File: config.mk
export PLATFORM = sky130hd
export DESIGN_NAME = biquad_df2t_filter
export DESIGN_NICKNAME = d
export VERILOG_FILES = /design/src/rtl/biq_pkg.sv /design/src/rtl/biq_seq.sv /design/src/rtl/biq_dp.sv /design/src/rtl/biquad_df2t_filter.sv
export SDC_FILE = /design/constraint.sdc
export NUM_CORES = 2
export LEC_CHECK = 0
export BUFFER_PORTS_ARGS = -buffer_cell sky130_fd_sc_hd__buf_2
export CORE_MARGIN = 2
export CORE_UTILIZATION = 59
export CTS_BUF_LIST = sky130_fd_sc_hd__clkbuf_16
export CTS_CLUSTER_DIAMETER = 100
export DETAILED_ROUTE_END_ITERATION = 7
export GPL_TIMING_DRIVEN = 0
export PLACE_DENSITY = 0.77
export SLEW_MARGIN = 20
export SYNTH_ARGS = -nofsm -noshare
export SYNTH_HDL_FRONTEND = slang
export SYNTH_SLANG_ARGS = --single-unit
export TNS_END_PERCENT = 10
File: constraint.sdc
create_clock -name clk_i -period 9.6 [get_ports clk_i]
set_input_delay 2.88 -clock clk_i [delete_from_list [all_inputs] [get_ports clk_i]]
set_output_delay 2.88 -clock clk_i [all_outputs]
set_load 0.02 [all_outputs]
File: src/rtl/biq_pkg.sv
package biq_pkg;

  localparam int unsigned PC_W      = 3;
  localparam int unsigned CFG_IDX_W = 3;

  localparam logic [CFG_IDX_W-1:0] REG_B0 = 3'd0;
  localparam logic [CFG_IDX_W-1:0] REG_B1 = 3'd1;
  localparam logic [CFG_IDX_W-1:0] REG_A1 = 3'd2;
  localparam logic [CFG_IDX_W-1:0] REG_B2 = 3'd3;
  localparam logic [CFG_IDX_W-1:0] REG_A2 = 3'd4;

  localparam logic [PC_W-1:0] STEP_WAIT  = 3'd0;
  localparam logic [PC_W-1:0] STEP_MB0   = 3'd1;
  localparam logic [PC_W-1:0] STEP_ACCY  = 3'd2;
  localparam logic [PC_W-1:0] STEP_ROUND = 3'd3;
  localparam logic [PC_W-1:0] STEP_MA1   = 3'd4;
  localparam logic [PC_W-1:0] STEP_T     = 3'd5;
  localparam logic [PC_W-1:0] STEP_AF    = 3'd6;
  localparam logic [PC_W-1:0] STEP_AS    = 3'd7;

  typedef enum logic [1:0] {JMP_NONE, JMP_IF_IDLE, JMP_ALWAYS} jmp_e;
  typedef enum logic {MUL_X, MUL_Y} mul_src_e;
  typedef enum logic [2:0] {COEF_B0, COEF_B1, COEF_A1, COEF_B2, COEF_A2} coef_e;
  typedef enum logic [1:0] {ALU_A_ACC, ALU_A_P, ALU_A_PP} alu_a_e;
  typedef enum logic [1:0] {ALU_B_AF, ALU_B_AS, ALU_B_P, ALU_B_RND} alu_b_e;
  typedef enum logic [1:0] {DST_NONE, DST_ACC, DST_AF, DST_AS} alu_dst_e;

  typedef struct packed {
    jmp_e            jmp;
    logic [PC_W-1:0] target;
    logic            mul_en;
    mul_src_e        mul_src;
    coef_e           coef;
    alu_a_e          alu_a;
    alu_b_e          alu_b;
    logic            alu_sub;
    alu_dst_e        alu_dst;
    logic            y_ld;
    logic            out_wr;
  } ucw_t;

  // microprogram: p/pp form a two-deep product history
  function automatic ucw_t ucode(input logic [PC_W-1:0] pc);
    ucw_t w;
    w = '0;
    case (pc)
      STEP_WAIT: begin
        w.jmp    = JMP_IF_IDLE;
        w.target = STEP_WAIT;
      end
      STEP_MB0: begin
        w.mul_en  = 1'b1;
        w.mul_src = MUL_X;
        w.coef    = COEF_B0;
      end
      STEP_ACCY: begin
        w.alu_a   = ALU_A_P;
        w.alu_b   = ALU_B_AF;
        w.alu_dst = DST_ACC;
        w.mul_en  = 1'b1;
        w.mul_src = MUL_X;
        w.coef    = COEF_B1;
      end
      STEP_ROUND: begin
        w.alu_a = ALU_A_ACC;
        w.alu_b = ALU_B_RND;
        w.y_ld  = 1'b1;
      end
      STEP_MA1: begin
        w.mul_en  = 1'b1;
        w.mul_src = MUL_Y;
        w.coef    = COEF_A1;
      end
      STEP_T: begin
        w.alu_a   = ALU_A_PP;
        w.alu_b   = ALU_B_P;
        w.alu_sub = 1'b1;
        w.alu_dst = DST_ACC;
        w.mul_en  = 1'b1;
        w.mul_src = MUL_X;
        w.coef    = COEF_B2;
      end
      STEP_AF: begin
        w.alu_a   = ALU_A_ACC;
        w.alu_b   = ALU_B_AS;
        w.alu_dst = DST_AF;
        w.mul_en  = 1'b1;
        w.mul_src = MUL_Y;
        w.coef    = COEF_A2;
      end
      STEP_AS: begin
        w.alu_a   = ALU_A_PP;
        w.alu_b   = ALU_B_P;
        w.alu_sub = 1'b1;
        w.alu_dst = DST_AS;
        w.out_wr  = 1'b1;
        w.jmp     = JMP_ALWAYS;
        w.target  = STEP_WAIT;
      end
      default: begin
        w.jmp    = JMP_ALWAYS;
        w.target = STEP_WAIT;
      end
    endcase
    return w;
  endfunction

endpackage

File: src/rtl/biq_seq.sv
module biq_seq import biq_pkg::*; (
  input  logic clk_i,
  input  logic rst_ni,
  input  logic in_valid_i,
  input  logic out_busy_i,
  output logic in_ready_o,
  output ucw_t ctl_o
);

  logic [PC_W-1:0] pc_q, pc_d;
  ucw_t            cw;
  logic            adv;

  assign cw         = ucode(pc_q);
  assign in_ready_o = (cw.jmp == JMP_IF_IDLE);
  assign adv        = !(cw.out_wr && out_busy_i);

  always_comb begin
    case (cw.jmp)
      JMP_IF_IDLE: pc_d = in_valid_i ? pc_q + 1'b1 : cw.target;
      JMP_ALWAYS:  pc_d = cw.target;
      default:     pc_d = pc_q + 1'b1;
    endcase
    if (!adv) begin
      pc_d = pc_q;
    end
  end

  // hold off all writes while the result register is still occupied
  always_comb begin
    ctl_o = cw;
    if (!adv) begin
      ctl_o.mul_en  = 1'b0;
      ctl_o.alu_dst = DST_NONE;
      ctl_o.y_ld    = 1'b0;
      ctl_o.out_wr  = 1'b0;
    end
  end

  always_ff @(posedge clk_i or negedge rst_ni) begin
    if (!rst_ni) begin
      pc_q <= STEP_WAIT;
    end else begin
      pc_q <= pc_d;
    end
  end

endmodule

File: src/rtl/biq_dp.sv
module biq_dp import biq_pkg::*; #(
  parameter int unsigned SAMPLE_WIDTH = 24,
  parameter int unsigned COEFF_WIDTH  = 24
) (
  input  logic                           clk_i,
  input  logic                           rst_ni,
  input  ucw_t                           ctl_i,
  input  logic signed [SAMPLE_WIDTH-1:0] x_i,
  input  logic signed [COEFF_WIDTH-1:0]  b0_i,
  input  logic signed [COEFF_WIDTH-1:0]  b1_i,
  input  logic signed [COEFF_WIDTH-1:0]  a1_i,
  input  logic signed [COEFF_WIDTH-1:0]  b2_i,
  input  logic signed [COEFF_WIDTH-1:0]  a2_i,
  output logic signed [SAMPLE_WIDTH-1:0] y_o
);

  localparam int unsigned AW   = SAMPLE_WIDTH + COEFF_WIDTH;
  localparam int unsigned FRAC = COEFF_WIDTH - 4;
  localparam int unsigned YW   = AW - FRAC;
  localparam logic [AW-1:0] RND     = AW'(1) << (COEFF_WIDTH - 5);
  localparam logic [AW-1:0] ACC_MAX = {1'b0, {(AW-1){1'b1}}};
  localparam logic [AW-1:0] ACC_MIN = {1'b1, {(AW-1){1'b0}}};
  localparam logic [SAMPLE_WIDTH-1:0] Y_MAX = {1'b0, {(SAMPLE_WIDTH-1){1'b1}}};
  localparam logic [SAMPLE_WIDTH-1:0] Y_MIN = {1'b1, {(SAMPLE_WIDTH-1){1'b0}}};

  logic signed [SAMPLE_WIDTH-1:0] mul_a;
  logic signed [COEFF_WIDTH-1:0]  mul_b;
  logic signed [AW-1:0]           prod;
  logic signed [AW-1:0]           p_q, pp_q, acc_q, af_q, as_q;
  logic signed [AW-1:0]           opa, opb, alu_res;
  logic        [AW:0]             sum_w;
  logic signed [YW-1:0]           ysh;
  logic signed [SAMPLE_WIDTH-1:0] y_q, y_d;

  assign mul_a = (ctl_i.mul_src == MUL_Y) ? y_q : x_i;

  always_comb begin
    case (ctl_i.coef)
      COEF_B0: mul_b = b0_i;
      COEF_B1: mul_b = b1_i;
      COEF_A1: mul_b = a1_i;
      COEF_B2: mul_b = b2_i;
      COEF_A2: mul_b = a2_i;
      default: mul_b = '0;
    endcase
  end

  assign prod = mul_a * mul_b;

  always_comb begin
    case (ctl_i.alu_a)
      ALU_A_ACC: opa = acc_q;
      ALU_A_P:   opa = p_q;
      ALU_A_PP:  opa = pp_q;
      default:   opa = '0;
    endcase
    case (ctl_i.alu_b)
      ALU_B_AF:  opb = af_q;
      ALU_B_AS:  opb = as_q;
      ALU_B_P:   opb = p_q;
      ALU_B_RND: opb = signed'(RND);
      default:   opb = '0;
    endcase
  end

  // one guard bit, then clamp to the accumulator range
  always_comb begin
    if (ctl_i.alu_sub) begin
      sum_w = {opa[AW-1], opa} - {opb[AW-1], opb};
    end else begin
      sum_w = {opa[AW-1], opa} + {opb[AW-1], opb};
    end
    if (sum_w[AW] != sum_w[AW-1]) begin
      alu_res = sum_w[AW] ? signed'(ACC_MIN) : signed'(ACC_MAX);
    end else begin
      alu_res = signed'(sum_w[AW-1:0]);
    end
  end

  // floor shift to sample format, then clamp
  always_comb begin
    ysh = signed'(alu_res[AW-1:FRAC]);
    if ((&ysh[YW-1:SAMPLE_WIDTH-1]) || !(|ysh[YW-1:SAMPLE_WIDTH-1])) begin
      y_d = ysh[SAMPLE_WIDTH-1:0];
    end else begin
      y_d = ysh[YW-1] ? signed'(Y_MIN) : signed'(Y_MAX);
    end
  end

  always_ff @(posedge clk_i) begin
    if (ctl_i.mul_en) begin
      p_q  <= prod;
      pp_q <= p_q;
    end
    if (ctl_i.alu_dst == DST_ACC) begin
      acc_q <= alu_res;
    end
    if (ctl_i.y_ld) begin
      y_q <= y_d;
    end
  end

  always_ff @(posedge clk_i or negedge rst_ni) begin
    if (!rst_ni) begin
      af_q <= '0;
      as_q <= '0;
    end else begin
      if (ctl_i.alu_dst == DST_AF) begin
        af_q <= alu_res;
      end
      if (ctl_i.alu_dst == DST_AS) begin
        as_q <= alu_res;
      end
    end
  end

  assign y_o = y_q;

endmodule

File: src/rtl/biquad_df2t_filter.sv
// Each accepted input beat runs through steps MB0, ACCY, ROUND, MA1, T, AF and AS of
// the eight-step microprogram, one sample at a time, driving a single shared
// multiplier and a single saturating adder; AS registers the result beat.
// A pending result beat does not block the next input beat; only the final step waits.
// Reset: asynchronous, active low; clears both state accumulators, sets b0 to 1.0
// and the other coefficients to zero, and empties the output register.
module biquad_df2t_filter import biq_pkg::*; #(
  parameter int unsigned SAMPLE_WIDTH = 24,
  parameter int unsigned COEFF_WIDTH  = 24
) (
  input  logic                                 clk_i,
  input  logic                                 rst_ni,
  input  logic                                 s_axis_tvalid_i,
  output logic                                 s_axis_tready_o,
  input  logic [((SAMPLE_WIDTH+7)/8)*8-1:0]    s_axis_tdata_i,  // sample_in
  input  logic                                 s_axis_tlast_i,
  output logic                                 m_axis_tvalid_o,
  input  logic                                 m_axis_tready_i,
  output logic [((SAMPLE_WIDTH+7)/8)*8-1:0]    m_axis_tdata_o,  // sample_out
  output logic                                 m_axis_tlast_o,
  input  logic                                 cfg_we_i,
  input  logic [CFG_IDX_W-1:0]                 cfg_idx_i,
  input  logic [COEFF_WIDTH-1:0]               cfg_wdata_i
);

  localparam logic [COEFF_WIDTH-1:0] B0_RESET = COEFF_WIDTH'(1) << (COEFF_WIDTH - 4);

  logic [COEFF_WIDTH-1:0]  b0_q, b1_q, a1_q, b2_q, a2_q;
  logic [SAMPLE_WIDTH-1:0] x_q;
  logic                    last_q;
  logic                    in_fire;
  logic                    out_busy;
  ucw_t                    ctl;
  logic signed [SAMPLE_WIDTH-1:0] y;
  logic                    m_valid_q;
  logic [SAMPLE_WIDTH-1:0] m_sample_q;
  logic                    m_last_q;

  assign in_fire  = s_axis_tvalid_i && s_axis_tready_o;
  assign out_busy = m_valid_q && !m_axis_tready_i;

  always_ff @(posedge clk_i or negedge rst_ni) begin
    if (!rst_ni) begin
      b0_q <= B0_RESET;
      b1_q <= '0;
      a1_q <= '0;
      b2_q <= '0;
      a2_q <= '0;
    end else if (cfg_we_i) begin
      case (cfg_idx_i)
        REG_B0:  b0_q <= cfg_wdata_i;
        REG_B1:  b1_q <= cfg_wdata_i;
        REG_A1:  a1_q <= cfg_wdata_i;
        REG_B2:  b2_q <= cfg_wdata_i;
        REG_A2:  a2_q <= cfg_wdata_i;
        default: ;
      endcase
    end
  end

  always_ff @(posedge clk_i) begin
    if (in_fire) begin
      x_q    <= s_axis_tdata_i[SAMPLE_WIDTH-1:0];
      last_q <= s_axis_tlast_i;
    end
    if (ctl.out_wr) begin
      m_sample_q <= y;
      m_last_q   <= last_q;
    end
  end

  biq_seq u_seq (
    .clk_i      (clk_i),
    .rst_ni     (rst_ni),
    .in_valid_i (s_axis_tvalid_i),
    .out_busy_i (out_busy),
    .in_ready_o (s_axis_tready_o),
    .ctl_o      (ctl)
  );

  biq_dp #(
    .SAMPLE_WIDTH (SAMPLE_WIDTH),
    .COEFF_WIDTH  (COEFF_WIDTH)
  ) u_dp (
    .clk_i  (clk_i),
    .rst_ni (rst_ni),
    .ctl_i  (ctl),
    .x_i    (signed'(x_q)),
    .b0_i   (signed'(b0_q)),
    .b1_i   (signed'(b1_q)),
    .a1_i   (signed'(a1_q)),
    .b2_i   (signed'(b2_q)),
    .a2_i   (signed'(a2_q)),
    .y_o    (y)
  );

  always_ff @(posedge clk_i or negedge rst_ni) begin
    if (!rst_ni) begin
      m_valid_q <= 1'b0;
    end else if (ctl.out_wr) begin
      m_valid_q <= 1'b1;
    end else if (m_axis_tready_i) begin
      m_valid_q <= 1'b0;
    end
  end

  always_comb begin
    m_axis_tdata_o = '0;
    m_axis_tdata_o[SAMPLE_WIDTH-1:0] = m_sample_q;
  end

  assign m_axis_tvalid_o = m_valid_q;
  assign m_axis_tlast_o  = m_last_q;

  a_busy_after_beat: assert property (@(posedge clk_i) disable iff (!rst_ni)
    in_fire |=> !s_axis_tready_o)
    else $error("input accepted while a sample is in flight");

  a_no_overwrite: assert property (@(posedge clk_i) disable iff (!rst_ni)
    ctl.out_wr |-> !(m_valid_q && !m_axis_tready_i))
    else $error("result register overwritten before its beat was taken");

  a_wait_not_write: assert property (@(posedge clk_i) disable iff (!rst_ni)
    s_axis_tready_o |-> !ctl.out_wr)
    else $error("result written from the wait step");

endmodule

==> impl_metrics.py <==
metrics = {
    "synth": {
        "ys_seq_area_frac": 0.280,
        "yosys_warnings": 0,
        "synth_seq_cells": 438,
        "synthCells": 4284,
        "synth_nets": 5140,
        "synth_edf_count": 218,
        "synth_cell_type_count": 82,
        "synthFlopType": "dfrtp_1",
        "syn_area_sq_mm": 0.0430,
        "avgSynthCellArea_sq_um": 10.0,
        "async_flop_share": 0.502,
    },
    "floorplanning": {
        "fp.dieH_microns": 274,
        "die_area_sq_mm": 0.0751,
        "rows": 98,
        "core_area_sq_mm": 0.0719,
        "io_pins": 84,
        "die_x_microns": 274,
        "initial_core_util": 0.598,
    },
    "finish": {
        "antenna_cells": 0,
        "area_delta_synth_final_pct": 12.0,
        "final_nets": 5354,
        "drive_gt1_frac": 0.154,
    },
    "global_routing": {
        "grt_pass1_wl_microns": 210000,
        "groute.usage.overall": 0.379,
        "grt_max_degree": 98,
        "antenna_found_initial": 3,
        "grt_pass1_vias": 34600,
        "gr-total-overflow": 0,
    },
    "worst_setup_path": {
        "crit_start": "u_seq.pc_q[0]$_DFFE_PN0N_",
        "start_kind": "register",
        "worst-endpoint-required_ps": 10010,
        "crit_top_cell": "fa_1",
        "worstSetupPathType": "reg -> reg",
        "crit_family": "adder cells",
        "cp_slowest_stage_delay_ps": 580,
        "crit_slowest_cell": "fa_2",
        "endpoint": "u_dp.p_q[47]$_DFFE_PP_",
        "worstRegToRegCells": 32,
        "r2r-start": "u_seq.pc_q[0]$_DFFE_PN0N_",
        "end_kind": "register",
        "cp.depth": 32,
        "cp_max_fo": 10,
        "arrival_ps": 10060,
        "r2r_end": "u_dp.p_q[47]$_DFFE_PP_",
        "reg2reg_setup_slack_ps": -50,
        "path_buf_inv": 8,
    },
    "cts": {
        "root_buffer": "clkbuf_16",
        "h-tree-depth": 2,
        "clock-sinks": 438,
        "holdBufCountCts": 0,
        "clk_pin_slew_ps": 60,
        "clk_path_buf_depth": 3,
        "cts_inserted_buffers": 48,
        "clkLatencyLatePin_ps": 640,
        "cts_tree": "yes",
    },
    "drt": {
        "via_count": 33400,
        "vias_per_cell": 6.09,
        "drtAntennaViolNets": 0,
        "drt_pass1_iterations": 6,
        "routedWlPerCell_microns": 25.4,
        "first_iter_violations": 3711,
        "drc": 0,
        "wirelength_microns": 139000,
    },
    "timing": {
        "fin_crit_sh": 1.01,
        "tightest_slew_ps": 1300,
        "rsz0062_at_grt": "yes",
        "fmax_ghz": 0.104,
        "finalMaxSlewViolations": 0,
        "hold_viol_final": 0,
        "finalCriticalPeriod_ps": 9650,
        "skew_ps": 55.6,
        "slew_headroom": 0.132,
        "fin_ws_ps": -51.0,
        "setup_viol": 2,
    },
    "place": {
        "portBuffers": 81,
        "routabilityCongestion": 1.04,
        "pre_cts_slack_ps": -3700,
        "dp_hpwl_microns": 110000,
    },
    "status": {
        "failed_checks": "setup timing",
        "status": "finished with violations",
    },
    "flow_run": {
        "drv_cap": 0,
    },
    "min_path": {
        "worstHoldPathType": "reg -> reg",
    },
}
worst min path at each step:
stage,start,end,cells past startpoint
3_5_place_dp,last_q$_DFFE_PP_,m_axis_tlast_o$_DFFE_PP_,0
3_3_place_gp,last_q$_DFFE_PP_,m_axis_tlast_o$_DFFE_PP_,0
2_1_floorplan,last_q$_DFFE_PP_,m_axis_tlast_o$_DFFE_PP_,0
5_1_grt,last_q$_DFFE_PP_,m_axis_tlast_o$_DFFE_PP_,0
4_1_cts,last_q$_DFFE_PP_,m_axis_tlast_o$_DFFE_PP_,0
6_report,last_q$_DFFE_PP_,m_axis_tlast_o$_DFFE_PP_,0
cell usage in the layout (no fill, tap or decap), types with 35 or more instances in the layout:
cell	instances
a21o_1	49
a21oi_1	244
a31oi_1	57
buf_2	90
buf_4	79
clkbuf_1	85
clkbuf_16	50
clkbuf_2	35
dfrtp_1	218
edfxtp_1	218
fa_1	602
ha_1	184
inv_1	657
mux2_2	180
mux2i_1	44
nand2_1	578
nor2_1	332
o21ai_0	74
xnor2_1	98
xor2_1	45
synthesized netlist by cell type (20+ instances only):
cell type  count  area share
a22oi_1       20      0.0035
nand2_1      582       0.051
clkbuf_1     161       0.014
xnor2_1      102       0.021
nand2b_1      33      0.0048
inv_1        658       0.057
mux2i_1       63       0.015
a21oi_1      249       0.029
o21ai_1       26      0.0030
fa_1         608        0.28
nor3_1        35      0.0041
ha_1         191       0.056
o21ai_0       78      0.0091
a31oi_1       58      0.0084
xor2_1        46      0.0094
a21o_1        49      0.0086
o21a_1        21      0.0037
edfxtp_1     218        0.15
nor2_1       335       0.029
mux2_2       175       0.046
dfrtp_1      219        0.13
metrics by stage:
step                cell area [sq um]  instances   util  hold slack [ps]  TNS, ps
floorplan                       43000       4284      -              400        0
global placement                44600       5315  0.621              400  -214410
detailed placement              45000       5332  0.626              408   -78730
CTS                             47700       5461  0.663              418     -128
global route                    48100       5488  0.670              421     -993
finish                          48100       5488  0.670              421    -96.1
registers in the layout, indices dropped and copies added, names as in the netlist:
signal           count
a1_q                24
a2_q                24
b0_q                24
b1_q                24
b2_q                24
last_q               1
m_axis_tdata_o      24
m_axis_tlast_o       1
m_axis_tvalid_o      1
u_dp.acc_q          48
u_dp.af_q           48
u_dp.as_q           48
u_dp.p_q            48
u_dp.pp_q           48
u_dp.y_o            24
u_seq.pc_q           3
x_q                 24
routing by layer:
layer  up-vias  global-route usage  part of all wire
met1     16800               0.489              0.37
met3       447              0.0807              0.10
met5         -                   0                 0
met4         0               0.196             0.065
met2      1879               0.608              0.46
li1      14300                   -                 -
what timing repair did:
action | in CTS | in global routing
resized for setup | 220 | 106
pin swaps | 19 | 27
setup endpoints to repair | 140 | 160
gates cloned | 0 | 0
setup buffers | 44 | 29
layout make-up:
class / count / area (sq um)
Multi-Input combinational cell: 2971 / 28300
Fill cell: 5624 / 23700
Sequential cell: 438 / 12100
Inverter: 674 / 2540
Timing Repair Buffer: 170 / 1300
Buffer: 195 / 1220
Clock buffer: 48 / 1200
Tap cell: 950 / 1190
Clock inverter: 42 / 364
kinds of logic after synthesis:
logic type               after synthesis  synth area share
AO/OA/AOI/OAI                        678             0.103
adder cells (fa/ha/maj)              799             0.339
XOR/XNOR                             148            0.0301
buffers and inverters                875            0.0784
multiplexers                         252            0.0643
AND/OR/NAND/NOR                     1094             0.106
flip-flops                           438             0.280
Power is left out: the tool's default activity adds up to more than one toggle a clock period on the data nets, which glitch-free logic cannot reach.
